$ cat src/sv/kfrb_pkg.sv
`timescale 1ns / 1ps
// ----------------------------------------------------------------------------
// kfrb_pkg
// Types, constants and status codes shared by the keyframe ring frame buffer.
// ----------------------------------------------------------------------------
package kfrb_pkg;

  localparam int SLOT_COUNT_DEF   = 1024;
  localparam int SLOT_BYTES_DEF   = 1024;
  localparam int READER_COUNT_DEF = 4;

  localparam int FLEN_W   = 21;
  localparam int FNUM_W   = 32;
  localparam int STATUS_W = 3;

  typedef enum logic [2:0] {
    ST_STORED   = 3'd0,
    ST_DROPPED  = 3'd1,
    ST_REJECTED = 3'd2,
    ST_READ     = 3'd3,
    ST_EMPTY    = 3'd4
  } status_t;

  typedef enum logic [1:0] {
    WM_STORE  = 2'd0,
    WM_DROP   = 2'd1,
    WM_REJECT = 2'd2
  } wmode_t;

  typedef enum logic [2:0] {
    S_IDLE,
    S_FETCH,
    S_EXEC,
    S_OUT
  } state_t;

  // controller -> datapath
  typedef struct packed {
    logic capture;
    logic fetch;
    logic exec;
  } cmd_t;

endpackage

$ cat src/sv/kfrb_ctrl.sv
`timescale 1ns / 1ps
// ----------------------------------------------------------------------------
// kfrb_ctrl
// Sequencer: capture a transaction, fetch tags and data, execute, present.
// ----------------------------------------------------------------------------
module kfrb_ctrl (
  input  logic              clk,
  input  logic              rst_n,
  input  logic              in_tvalid,
  output logic              in_tready,
  output logic              out_tvalid,
  input  logic              out_tready,
  output kfrb_pkg::cmd_t    cmd
);

  kfrb_pkg::state_t state_r, state_nxt;

  always_ff @(posedge clk) begin
    if (!rst_n) begin
      state_r <= kfrb_pkg::S_IDLE;
    end else begin
      state_r <= state_nxt;
    end
  end

  always_comb begin
    state_nxt = state_r;
    unique case (state_r)
      kfrb_pkg::S_IDLE:  if (in_tvalid) state_nxt = kfrb_pkg::S_FETCH;
      kfrb_pkg::S_FETCH: state_nxt = kfrb_pkg::S_EXEC;
      kfrb_pkg::S_EXEC:  state_nxt = kfrb_pkg::S_OUT;
      kfrb_pkg::S_OUT:   if (out_tready) state_nxt = kfrb_pkg::S_IDLE;
      default:           state_nxt = kfrb_pkg::S_IDLE;
    endcase
  end

  always_comb begin
    in_tready   = 1'b0;
    out_tvalid  = 1'b0;
    cmd         = '0;
    unique case (state_r)
      kfrb_pkg::S_IDLE: begin
        in_tready   = 1'b1;
        cmd.capture = in_tvalid;
      end
      kfrb_pkg::S_FETCH: cmd.fetch = 1'b1;
      kfrb_pkg::S_EXEC:  cmd.exec = 1'b1;
      kfrb_pkg::S_OUT:   out_tvalid = 1'b1;
      default: ;
    endcase
  end

endmodule

$ cat config.mk
export PLATFORM = sky130hd
export DESIGN_NAME = kfrb_ctrl
export DESIGN_NICKNAME = d
export VERILOG_FILES = /design/src/sv/kfrb_pkg.sv /design/src/sv/kfrb_ctrl.sv
export SDC_FILE = /design/constraint.sdc
export NUM_CORES = 1
export LEC_CHECK = 0
export ABC_AREA = 1
export BUFFER_PORTS_ARGS = -buffer_cell sky130_fd_sc_hd__clkbuf_2
export CORE_AREA = 2 2 39 41
export CTS_BUF_LIST = sky130_fd_sc_hd__clkbuf_16
export DETAILED_ROUTE_END_ITERATION = 6
export DIE_AREA = 0 0 41 43
export HOLD_SLACK_MARGIN = 0.08
export PLACE_DENSITY = 0.43
export SYNTH_ARGS = -nofsm -noshare
export SYNTH_HDL_FRONTEND = slang
export SYNTH_SLANG_ARGS = --single-unit
$ cat constraint.sdc
create_clock -name clk -period 1.1 [get_ports clk]
set_clock_uncertainty 0.15 [all_clocks]
set_input_delay 0.11 -clock clk [delete_from_list [all_inputs] [get_ports clk]]
set_output_delay 0.11 -clock clk [all_outputs]
set_load 0.05 [all_outputs]
==> tab_implementation.tex <==
\begin{tabular}{lr}
\hline
Metric & Value \\
\hline
\multicolumn{2}{l}{\textbf{Run status}} \\
\quad Run status & complete, but fails checks \\
\quad Violated checks & setup timing \\
\multicolumn{2}{l}{\textbf{Routing}} \\
\quad Mean number of vias per cell & around 3.7 \\
\quad Vias after detailed routing & roughly 210 \\
\quad Routed len/inst & around 8.5 µm \\
\quad Drt first pass iters & 2 \\
\quad Final routed DRC violation total & 0 \\
\quad Total Routed Length & between 400 and 500 µm \\
\quad Violation count after the first detailed-route iteration & 2 \\
\quad Antenna Violating Nets Remaining & 0 \\
\multicolumn{2}{l}{\textbf{GRT}} \\
\quad GR Util All Layers & 0.0811 \\
\quad Layer with the highest usage & met4 \\
\quad Overflow left after global routing & 0 \\
\quad Global-route wire length before repair & about 800 µm \\
\quad Met2 Usage GRT & 0.109 \\
\quad Initial antenna violation count & 0 \\
\quad Pin count of the biggest net entering global routing & 5 \\
\quad Met1 track demand over resource in global routing & 0.0701 \\
\quad Met3 global-route usage & 0.0314 \\
\quad Vias in the first global route & $\sim$200 \\
\multicolumn{2}{l}{\textbf{Finish}} \\
\quad Final nets & between 50 and 60 \\
\quad Count of filler cells inserted in the layout & 140 \\
\quad Registers with the most flip-flops & state\_r: 2 flops \\
\quad Final core utilization & 0.373 \\
\quad Share of layout cells above drive strength 1 & 0.756 \\
\quad Relative area change from synthesis to final layout & 206\% \\
\quad Number of flip-flops in the largest register & 2 \\
\quad Antenna diodes & 0 \\
\quad Largest register by flop count & state\_r \\
\quad Design Area, Final & 517 µm² \\
\multicolumn{2}{l}{\textbf{Yosys}} \\
\quad Share of the synthesized area in compound gates (AO/OA/AOI/OAI) & 0.0593 \\
\quad Xor and xnor fraction of the mapped netlist area & 0 \\
\quad Portion of the post-synthesis area used by sequential elements & 0.237 \\
\quad Arithmetic-cell share of the synthesized area counting full adders, half adders and majority gates & 0.296 \\
\quad Number of nets in the synthesized netlist & 32 \\
\quad Netlist area before placement & 169 µm² \\
\quad Flip-flop and latch count after synthesis & 2 \\
\quad Post-synthesis share of cell area spent on and, or, nand and nor gates & 0.274 \\
\quad Total of warnings raised by yosys & 0 \\
\quad Yosys cell types & 8 \\
\quad Post-Syn Instances & 24 \\
\quad Synthesized area divided by synthesized cell count & a little over 7 µm² \\
\quad Dominant combinational cell family by area after synthesis & adder cells \\
\quad Multiplexer share of the synthesized area & 0 \\
\multicolumn{2}{l}{\textbf{Worst setup path}} \\
\quad Worst endpoint data arrival time & roughly 1100 ps \\
\quad Worst Path Required & 840 ps \\
\quad Critical path type & reg -> out \\
\quad Critical-path maximum fanout & 4 \\
\quad Crit. Startpoint & state\_r[0] \\
\quad RR Startpoint & state\_r[0] \\
\quad Crit end category & output port \\
\quad CP Launch Type & register \\
\multicolumn{2}{l}{\textbf{Timing}} \\
\quad Total negative setup slack & -1130 ps \\
\quad Max-slew headroom at the worst pin & 0.924 \\
\quad Final Setup Violations & 7 \\
\quad Transition time at the pin with the least slew margin & $\sim$110 ps \\
\quad Count of final max-slew check failures & 0 \\
\quad Final critical-path share of the clock period & 1.23 \\
\quad Final number of hold-violating endpoints & 0 \\
\quad Max frequency & between 0.7 and 0.8 GHz \\
\quad Final critical path time including I/O delays and setup & around 1400 ps \\
\quad Setup repair after global routing missed its margin & true \\
\quad Worst Setup Slack, final & -253 ps \\
\multicolumn{2}{l}{\textbf{Clock tree}} \\
\quad Clock slew at the register clock pins of the worst setup and hold paths & 30 ps \\
\quad Buffers from clock root to sink, at most & 2 \\
\quad Cell at the root of the clock tree & clkbuf\_16 \\
\quad Deepest level of the CTS H-tree & 1 \\
\quad Worst-Skew Late Latency & $\sim$220 ps \\
\quad Num CTS Buffers & 3 \\
\quad Clock tree from TritonCTS & yes \\
\quad Clock net sink count & 2 \\
\multicolumn{2}{l}{\textbf{Place}} \\
\quad Cell Area, Placed & between 300 and 400 µm² \\
\quad GP Congestion & 0.627 \\
\quad Port buffer count & 8 \\
\quad Detailed-placement wirelength estimate & $\sim$330 µm \\
\quad Worst setup slack before clock tree synthesis & -86.4 ps \\
\multicolumn{2}{l}{\textbf{Floorplanning}} \\
\quad Core ar. & 1380 µm² \\
\quad Starting density of the core & 0.122 \\
\quad Row Count & 14 \\
\quad DIE AREA & approximately 1800 µm² \\
\quad Die X-Extent & just over 40 µm \\
\quad Number of top-level design ports & 9 \\
\quad Y dimension of the die & between 40 and 50 µm \\
\multicolumn{2}{l}{\textbf{Power and ir drop}} \\
\quad IR Drop Worst-Case VDD & roughly 1.3 mV \\
\quad Power, Total & between 1.5 and 2 mW \\
\quad Power Density & around 3600 nW/µm² \\
\quad Lkg Pwr & $\sim$0.24 nW \\
\multicolumn{2}{l}{\textbf{Hold path}} \\
\quad Startpoint of the tightest hold check path & out\_tready \\
\quad Path type of the worst min-delay path & in -> reg \\
\multicolumn{2}{l}{\textbf{Run}} \\
\quad Number of maximum-capacitance violations & 0 \\
\hline
\end{tabular}
[synth_stat cells]
cell	instances	share of area
dfxtp_1	2	0.24
nand2_2	1	0.037
nand2_1	5	0.11
nor2_1	3	0.067
inv_1	6	0.13
a21oi_1	2	0.059
nand3_2	1	0.059
ha_1	4	0.30
[final cells by class]
class / instances / area [µm²] / share of cell area
tap: 16 / 20.0 / 0.0387
sequential: 2 / 47.5 / 0.0920
inverter: 6 / 31.3 / 0.0605
timing repair buffer: 14 / 175 / 0.339
clock buffer: 3 / 75.1 / 0.145
multi-input combinational: 16 / 168 / 0.324
[routing by layer]
metal	vias up	share of wire
met5	-	0
met4	0	0.074
met3	4	0.097
met2	11	0.43
met1	91	0.39
li1	105	-
[critical path, cell delays in order, from the launching register on]
cell        delay [ps]
dfxtp_4            350
inv_4               40
ha_4               170
nand2_4             60
clkinvlp_4          80
clkbuf_16          170
[where the power goes]
group	total, mW	internal [mW]	switching, mW
Clock	0.550	0.463	0.0876
Sequential	0.166	0.124	0.0427
Combinational	1.17	0.590	0.578
Total	1.88	1.18	0.708
[cells in the final DEF, fill, tap and decap left out, types with 3 or more instances in the layout]
cell,netlist,final
inv_1,6,3
clkbuf_16,0,6
ha_4,0,3
buf_4,0,3
clkbuf_2,0,3
[timing repair]
item,CTS,global route
hold buffers,1,0
hold endpoints to repair,2,0
gates resized for setup,16,6
endpoints found under the setup margin,7,7
buffers inserted,1,1
pin swaps,2,2
[through the flow]
stage,std cells,hold slack (ps)
4_1_cts,56,108
3_5_place_dp,51,189
6_report,57,114
3_3_place_gp,51,189
5_1_grt,57,158
2_1_floorplan,24,70.9
[final timing paths]
kind | to | slack [ps] | depth (start not counted)
max | cmd[2] | -250 | 5
min | state_r[0] | 110 | 5
max reg2reg | state_r[0] | -70 | 7
min reg2reg | state_r[0] | 470 | 3
[logic make-up (layout without fill, tap and decap cells)]
family / Yosys count / count (layout)
compound gates: 2 / 2
fa+ha+maj: 4 / 4
buf+inv: 6 / 23
flops: 2 / 2
simple gates: 10 / 10
(Power assumes the default switching activity.)
